**config.mk**
```make
export PLATFORM = sky130hd
export DESIGN_NAME = modular_exponentiation
export DESIGN_NICKNAME = d
export VERILOG_FILES = /design/src/sv/mexp_pkg.sv /design/src/sv/mexp_mulmod.sv /design/src/sv/modular_exponentiation.sv
export SDC_FILE = /design/constraint.sdc
export NUM_CORES = 1
export LEC_CHECK = 0
export BUFFER_PORTS_ARGS = -buffer_cell sky130_fd_sc_hd__buf_4
export CORE_UTILIZATION = 30
export CTS_CLUSTER_DIAMETER = 100
export CTS_CLUSTER_SIZE = 28
export DETAILED_ROUTE_END_ITERATION = 7
export PLACE_DENSITY = 0.42
export SKIP_LAST_GASP = 1
export SLEW_MARGIN = 20
export SYNTH_ARGS = -nofsm -noshare
export SYNTH_HDL_FRONTEND = slang
export SYNTH_SLANG_ARGS = --single-unit
```
**constraint.sdc**
```tcl
create_clock -name i_clk -period 7.65 [get_ports i_clk]
set_input_delay 1.53 -clock i_clk [delete_from_list [all_inputs] [get_ports i_clk]]
set_output_delay 1.53 -clock i_clk [all_outputs]
set_load 0.01 [all_outputs]
```
**src/sv/mexp_pkg.sv**
```systemverilog
// shared constants and types for the modular exponentiation block
`default_nettype none
package mexp_pkg;

    localparam int OPERAND_WIDTH = 32;
    localparam int CNT_W         = $clog2(OPERAND_WIDTH);

    // modx is the modulus with one extra bit: zero modulus becomes 2^OPERAND_WIDTH
    typedef struct packed {
        logic [OPERAND_WIDTH:0]   modx;
        logic [OPERAND_WIDTH-1:0] a;
        logic [OPERAND_WIDTH-1:0] b;
    } t_mul_req;

endpackage
`default_nettype wire

```
**src/sv/mexp_mulmod.sv**
```systemverilog
// bit-serial interleaved modular multiplier, one multiplier bit per cycle
`default_nettype none
module mexp_mulmod (
    input  wire logic                                i_clk,
    input  wire logic                                i_rst_n,
    input  wire logic                                i_start,
    input  wire mexp_pkg::t_mul_req                  i_req,
    output logic                                     o_done,
    output logic [mexp_pkg::OPERAND_WIDTH-1:0]       o_result
);

    localparam int W = mexp_pkg::OPERAND_WIDTH;

    logic [W-1:0]               r_acc, n_acc;
    logic [W-1:0]               r_a;
    logic [W-1:0]               r_b;
    logic [W:0]                 r_modx;
    logic [mexp_pkg::CNT_W-1:0] r_cnt;
    logic                       r_busy;
    logic                       r_done;

    logic [W+1:0] sum;
    logic [W+1:0] mod1;
    logic [W+1:0] mod2;

    // 2*acc + bit*a stays below three times the modulus
    always_comb begin
        sum  = {1'b0, r_acc, 1'b0} + (r_b[W-1] ? {2'b00, r_a} : {(W+2){1'b0}});
        mod1 = {1'b0, r_modx};
        mod2 = {r_modx, 1'b0};
        if (sum >= mod2) begin
            n_acc = W'(sum - mod2);
        end else if (sum >= mod1) begin
            n_acc = W'(sum - mod1);
        end else begin
            n_acc = W'(sum);
        end
    end

    always_ff @(posedge i_clk) begin
        if (!i_rst_n) begin
            r_busy <= 1'b0;
            r_done <= 1'b0;
            r_cnt  <= '0;
        end else begin
            r_done <= !i_start && r_busy && (r_cnt == '0);
            if (i_start) begin
                r_busy <= 1'b1;
                r_cnt  <= mexp_pkg::CNT_W'(W - 1);
            end else if (r_busy) begin
                r_cnt <= r_cnt - 1'b1;
                if (r_cnt == '0) begin
                    r_busy <= 1'b0;
                end
            end
        end
    end

    always_ff @(posedge i_clk) begin
        if (i_start) begin
            r_acc  <= '0;
            r_a    <= i_req.a;
            r_b    <= i_req.b;
            r_modx <= i_req.modx;
        end else if (r_busy) begin
            r_acc <= n_acc;
            r_b   <= {r_b[W-2:0], 1'b0};
        end
    end

    assign o_done   = r_done;
    assign o_result = r_acc;

endmodule
`default_nettype wire

```
**src/sv/modular_exponentiation.sv**
```systemverilog
// modular exponentiation top level: square-and-multiply sequencer over a serial multiplier
// a zero exponent goes straight to output; otherwise the base is first reduced by one multiply,
// then one multiply per set exponent bit plus one squaring per bit below the top set bit
// a multiply steps through every operand bit, then a step state follows; a full output adds stalls
// throughput: one word at a time; the next word is taken once the result sits in the output register
// reset: synchronous active-low, clears the sequencer and the output valid
`default_nettype none
module modular_exponentiation (
    input  wire logic                                   i_clk,
    input  wire logic                                   i_rst_n,
    input  wire logic                                   i_s_axis_tvalid,
    output logic                                        o_s_axis_tready,
    input  wire logic [3*mexp_pkg::OPERAND_WIDTH-1:0]   i_s_axis_tdata,  // base_value, exponent, modulus
    output logic                                        o_m_axis_tvalid,
    input  wire logic                                   i_m_axis_tready,
    output logic [mexp_pkg::OPERAND_WIDTH-1:0]          o_m_axis_tdata   // power_mod
);

    localparam int W = mexp_pkg::OPERAND_WIDTH;

    localparam logic [2:0] S_IDLE = 3'd0;
    localparam logic [2:0] S_RED  = 3'd1;
    localparam logic [2:0] S_STEP = 3'd2;
    localparam logic [2:0] S_MACC = 3'd3;
    localparam logic [2:0] S_MSQ  = 3'd4;
    localparam logic [2:0] S_OUT  = 3'd5;

    logic [2:0]         r_state;
    logic [W-1:0]       r_e;
    logic [W-1:0]       r_sq;
    logic [W-1:0]       r_acc;
    logic [W:0]         r_modx;
    logic [W-1:0]       r_res;
    logic [W-1:0]       r_out;
    logic               r_out_valid;
    logic               r_start;
    mexp_pkg::t_mul_req r_req;

    logic         mul_done;
    logic [W-1:0] mul_res;

    logic         in_acc;
    logic [W-1:0] in_base;
    logic [W-1:0] in_exp;
    logic [W-1:0] in_mod;
    logic [W-1:0] one_mod;

    assign in_base = i_s_axis_tdata[W-1:0];
    assign in_exp  = i_s_axis_tdata[2*W-1:W];
    assign in_mod  = i_s_axis_tdata[3*W-1:2*W];
    assign in_acc  = i_s_axis_tvalid && o_s_axis_tready;
    assign one_mod = (in_mod == W'(1)) ? '0 : W'(1);

    assign o_s_axis_tready = (r_state == S_IDLE);
    assign o_m_axis_tvalid = r_out_valid;
    assign o_m_axis_tdata  = r_out;

    mexp_mulmod u_mul (
        .i_clk    (i_clk),
        .i_rst_n  (i_rst_n),
        .i_start  (r_start),
        .i_req    (r_req),
        .o_done   (mul_done),
        .o_result (mul_res)
    );

    always_ff @(posedge i_clk) begin
        if (!i_rst_n) begin
            r_start     <= 1'b0;
            r_out_valid <= 1'b0;
        end else begin
            r_start <= (r_state == S_IDLE && in_acc && in_exp != '0)
                    || (r_state == S_STEP && (r_e[0] || r_e[W-1:1] != '0));
            if (r_state == S_OUT && (!r_out_valid || i_m_axis_tready)) begin
                r_out_valid <= 1'b1;
            end else if (i_m_axis_tready) begin
                r_out_valid <= 1'b0;
            end
        end
    end

    always_ff @(posedge i_clk) begin
        if (!i_rst_n) begin
            r_state <= S_IDLE;
        end else begin
            unique case (r_state)
                S_IDLE: begin
                    if (in_acc) begin
                        if (in_exp == '0) begin
                            r_state <= S_OUT;
                        end else begin
                            r_state <= S_RED;
                        end
                    end
                end
                S_RED: begin
                    if (mul_done) begin
                        r_state <= S_STEP;
                    end
                end
                S_STEP: begin
                    if (r_e[0]) begin
                        r_state <= S_MACC;
                    end else if (r_e[W-1:1] == '0) begin
                        r_state <= S_OUT;
                    end else begin
                        r_state <= S_MSQ;
                    end
                end
                S_MACC: begin
                    if (mul_done) begin
                        r_state <= S_STEP;
                    end
                end
                S_MSQ: begin
                    if (mul_done) begin
                        r_state <= S_STEP;
                    end
                end
                S_OUT: begin
                    if (!r_out_valid || i_m_axis_tready) begin
                        r_state <= S_IDLE;
                    end
                end
                default: begin
                    r_state <= S_IDLE;
                end
            endcase
        end
    end

    always_ff @(posedge i_clk) begin
        unique case (r_state)
            S_IDLE: begin
                if (in_acc) begin
                    r_e    <= in_exp;
                    r_modx <= {(in_mod == '0), in_mod};
                    r_acc  <= one_mod;
                    r_res  <= W'(1);
                    // base reduced as (1 mod m) * base
                    r_req.modx <= {(in_mod == '0), in_mod};
                    r_req.a    <= one_mod;
                    r_req.b    <= in_base;
                end
            end
            S_RED: begin
                if (mul_done) begin
                    r_sq <= mul_res;
                end
            end
            S_STEP: begin
                r_req.modx <= r_modx;
                if (r_e[0]) begin
                    r_e     <= {r_e[W-1:1], 1'b0};
                    r_req.a <= r_acc;
                    r_req.b <= r_sq;
                end else if (r_e[W-1:1] == '0) begin
                    r_res <= r_acc;
                end else begin
                    r_e     <= {1'b0, r_e[W-1:1]};
                    r_req.a <= r_sq;
                    r_req.b <= r_sq;
                end
            end
            S_MACC: begin
                if (mul_done) begin
                    r_acc <= mul_res;
                end
            end
            S_MSQ: begin
                if (mul_done) begin
                    r_sq <= mul_res;
                end
            end
            S_OUT: begin
                if (!r_out_valid || i_m_axis_tready) begin
                    r_out <= r_res;
                end
            end
            default: begin
            end
        endcase
    end

`ifndef SYNTHESIS
    a_done_in_mul: assert property (@(posedge i_clk) disable iff (!i_rst_n)
        mul_done |-> (r_state == S_RED || r_state == S_MACC || r_state == S_MSQ))
        else $error("multiplier finished outside a multiply state");

    a_zero_exp: assert property (@(posedge i_clk) disable iff (!i_rst_n)
        (in_acc && in_exp == '0) |=> (r_state == S_OUT && r_res == W'(1)))
        else $error("zero exponent did not go straight to output");

    a_start_on_go: assert property (@(posedge i_clk) disable iff (!i_rst_n)
        (in_acc && in_exp != '0) |=> (r_start && r_state == S_RED))
        else $error("nonzero exponent did not start base reduction");

    a_out_no_drop: assert property (@(posedge i_clk) disable iff (!i_rst_n)
        (r_state == S_OUT && r_out_valid && !i_m_axis_tready) |=> (r_state == S_OUT))
        else $error("result left while output register was full");
`endif

endmodule
`default_nettype wire
```
==> results.cfg <==
[setup_path]
r2r_start = u_mul.r_b[31]
crit_chain = and2_1 -> ha_1 -> inv_1 -> fa_1 -> nand2b_1 -> a21oi_1 -> or4_1 -> nand2_1 -> nand2_1 -> a21o_1 -> a21oi_1 -> xnor2_1 -> ha_1 -> nand4_1 -> nor3_1 -> nand3b_1 -> o211ai_1 -> o21ai_1 -> o21ai_0 -> a2111oi_4 -> buf_12 -> or4_1 -> a31oi_1
cp_max_fo = 52
setup.worst_path.end = u_mul.o_result[27]
worst_setup_path_start_kind = register
r2r-end = u_mul.o_result[27]
cp-end-kind = register
crit_type = reg -> reg
rrSetupSlack_ps = 1010
startpoint = u_mul.r_b[31]
reg2regPathDepth = 23
arrival_ps = 7170
max_stage_delay_ps = 740
critical_path.slowest_cell = edfxtp_1
crit_required_ps = 8180

[detailed_routing]
drtPass1Iterations = 5
avgViaCountPerCell = 4.87
wl_per_cell_microns = 19.1
detail-route-antenna-nets = 0
vias = 14100
drc = 0
drt_iter0_markers = 724
routed_wl_mm = 55.4

[grt]
gr-usage-all-layers_pct = 15.1
grt_max_degree = 101
grt_pass1_wl_mm = 86.5
overflow = 0
grt_antenna_before_repair = 0
grt_pass1_vias = 14300

[timing]
tightest_slew_ps = 1070
fmax_mhz = 151
fin_crit_ps = 6640
holdWs_ps = 402
clock-skew-final_ps = 41.7
report.final.slew_viol_count = 0
worst_slack_ps = 1010
slew-limit-headroom_pct = 28.8
fin_setup_tns_ps = 0
fin_crit_sh_pct = 86.8
rsz0062_at_grt = false
finalHoldViolCount = 0
setup_violations = 0

[synth]
syn-cell-area_sq_um = 21500
synth.distinct_cells = 73
netlist_instances = 1835
synth-seq-cells = 431
synth_top_cell_by_area = edfxtp_1
ys_async_sr_fraction_pct = 0
ys.flop_type = edfxtp_1
yosys_warnings = 0
synth_area_leaders = edfxtp_1 (54%), ha_1 (5.8%), nand2_1 (4.4%), dfxtp_1 (4.1%), and2_1 (3.0%)
ys_seq_area_share_pct = 58.1
avgSynthCellArea_sq_um = 11.7
synth_edf_count = 387
syn_nets = 2037
yosysTopAreaCellShare_pct = 54.0

[finish]
n_fill_cell = 7024
area_growth_pct = 14.1
stdcell_area_sq_um = 24500
post-route-util_pct = 34.8
finalNonFillerCells = 2898
diodes = 0
drive_gt1_share_pct = 13.1
final_nets = 2146
multiInputGateArea_sq_um = 8540
register_area_sq_um = 12500

[place]
postPlaceCellArea_sq_um = 23600
io_buffers = 133
pre_cts_slack_ps = 974
gp_congestion = 0.861
place_inst = 2855
hpwl_mm = 40.7

[clock_tree]
clockBufferDepth = 3
cts-root-buf = clkbuf_16
ctsResizeCount = 0
clock_latency_ps = 620
htree_levels = 1
post_cts_buffers = 0
clock_sinks = 431
cts_hold_buf = 0
cts_tree = built
clkTransAtPathRegs_ps = 110
cts_buffers = 25

[die]
io_pins = 134
dieArea_sq_um = 72800
dieHeight_microns = 270
core_sq_um = 70500
rows = 97
initial_utilization_pct = 30.5
fp.dieW_microns = 270

[power]
ir_drop_uv = 188
p_leak_nw = 9.53
power.density_nw_per_um2 = 329
power_mw = 8.08

[outcome]
status = finished, final reports clean

[job]
drv_cap = 0

[worst_hold_path]
min-delay-path-class = reg -> reg
## registers in the layout (all words and copies together) (netlist names), 3 cells and up
name and flops:
r_state 3, o_m_axis_tdata 32, u_mul.r_cnt 5, r_res 32
u_mul.r_a 32, u_mul.r_modx 33, r_acc 32, r_req 97
r_sq 32, r_e 32, u_mul.o_result 32, r_modx 33
u_mul.r_b 32
## cell usage in the layout (no fill, tap or decap), types with 6 or more instances in the layout
cell type	instances
o221ai_1	11
o21bai_1	12
ha_1	99
a21boi_0	6
xnor2_1	55
and3_1	9
nor2b_1	18
and2_1	102
a21o_1	40
mux2i_1	45
nand2b_1	14
nand3_1	14
nor2_1	92
edfxtp_1	387
buf_4	151
nand3b_1	6
o21a_1	18
mux2_2	32
a22o_1	32
o21ai_0	61
a211oi_1	9
a31o_2	6
inv_1	62
xor2_1	31
a22oi_1	14
nand4_1	18
clkbuf_16	25
a21oi_1	112
dfxtp_1	43
o31ai_1	6
nand2_1	253
a31oi_1	15
nor3_1	23
o211ai_1	10
nor4_1	28
## worst min-delay path by stage
| stage | start | end | slack, ps | depth (start not counted) |
|---|---|---|---|---|
| floorplan | r_res[0] | o_m_axis_tdata[0] | 400 | 0 |
| global route | r_res[30] | o_m_axis_tdata[30] | 400 | 0 |
| global placement | r_req[85] | u_mul.r_modx[21] | 400 | 0 |
| detailed placement | r_res[13] | o_m_axis_tdata[13] | 400 | 0 |
| CTS | r_res[30] | o_m_axis_tdata[30] | 400 | 0 |
| finish | r_res[30] | o_m_axis_tdata[30] | 400 | 0 |
## worst max-delay path, delay by kind of cell, from the launching register on
family	cells	cell delay, ps
fa+ha+maj	3	860
xor+xnor	1	190
compound gates	8	1680
buf+inv	2	300
flops	1	740
simple gates	9	2740
## cell families after synthesis
group	after synthesis	share of synthesized area, %
multiplexers	77	3.77
XOR/XNOR	86	3.50
AO/OA/AOI/OAI	397	12.5
adder cells (fa/ha/maj)	102	6.04
AND/OR/NAND/NOR	608	13.7
flip-flops	431	58.1
buffers and inverters	134	2.44
## synth_stat cells (all sizes together) (9+ instances only)
cell type,n
a211oi,9
a21o,42
a21oi,112
a22o,32
a22oi,14
a31oi,17
and2,103
and3,9
buf,16
clkbuf,56
dfxtp,44
edfxtp,387
ha,99
inv,62
mux2,32
mux2i,45
nand2,253
nand2b,14
nand3,14
nand4,18
nor2,93
nor2b,20
nor3,24
nor4,28
o211ai,10
o21a,18
o21ai,65
o21bai,12
o221ai,11
xnor2,55
xor2,31
## power by group
part | total [mW] | switching, mW | internal (mW)
Sequential | 3.04 | 0.180 | 2.86
Clock | 1.61 | 0.912 | 0.695
Combinational | 3.43 | 2.11 | 1.32
## per-layer routing
metal | GRT usage (%) | routed length, microns | share of wire, %
met1 | 23.1 | 29000 | 52
met2 | 22.9 | 23900 | 43
met3 | 1.60 | 1860 | 3.4
met4 | 2.72 | 695 | 1.3
met5 | 0 | 0 | 0
## layout make-up
class / count / share of cell area [%]
repair buffers: 154 / 4.86
clock inverters: 15 / 1.10
flip-flops and latches: 431 / 50.9
clock buffers: 26 / 2.56
multi-input cells: 1270 / 34.8
well taps: 940 / 4.79
inverters: 62 / 0.948
(Power assumes the default switching activity.)
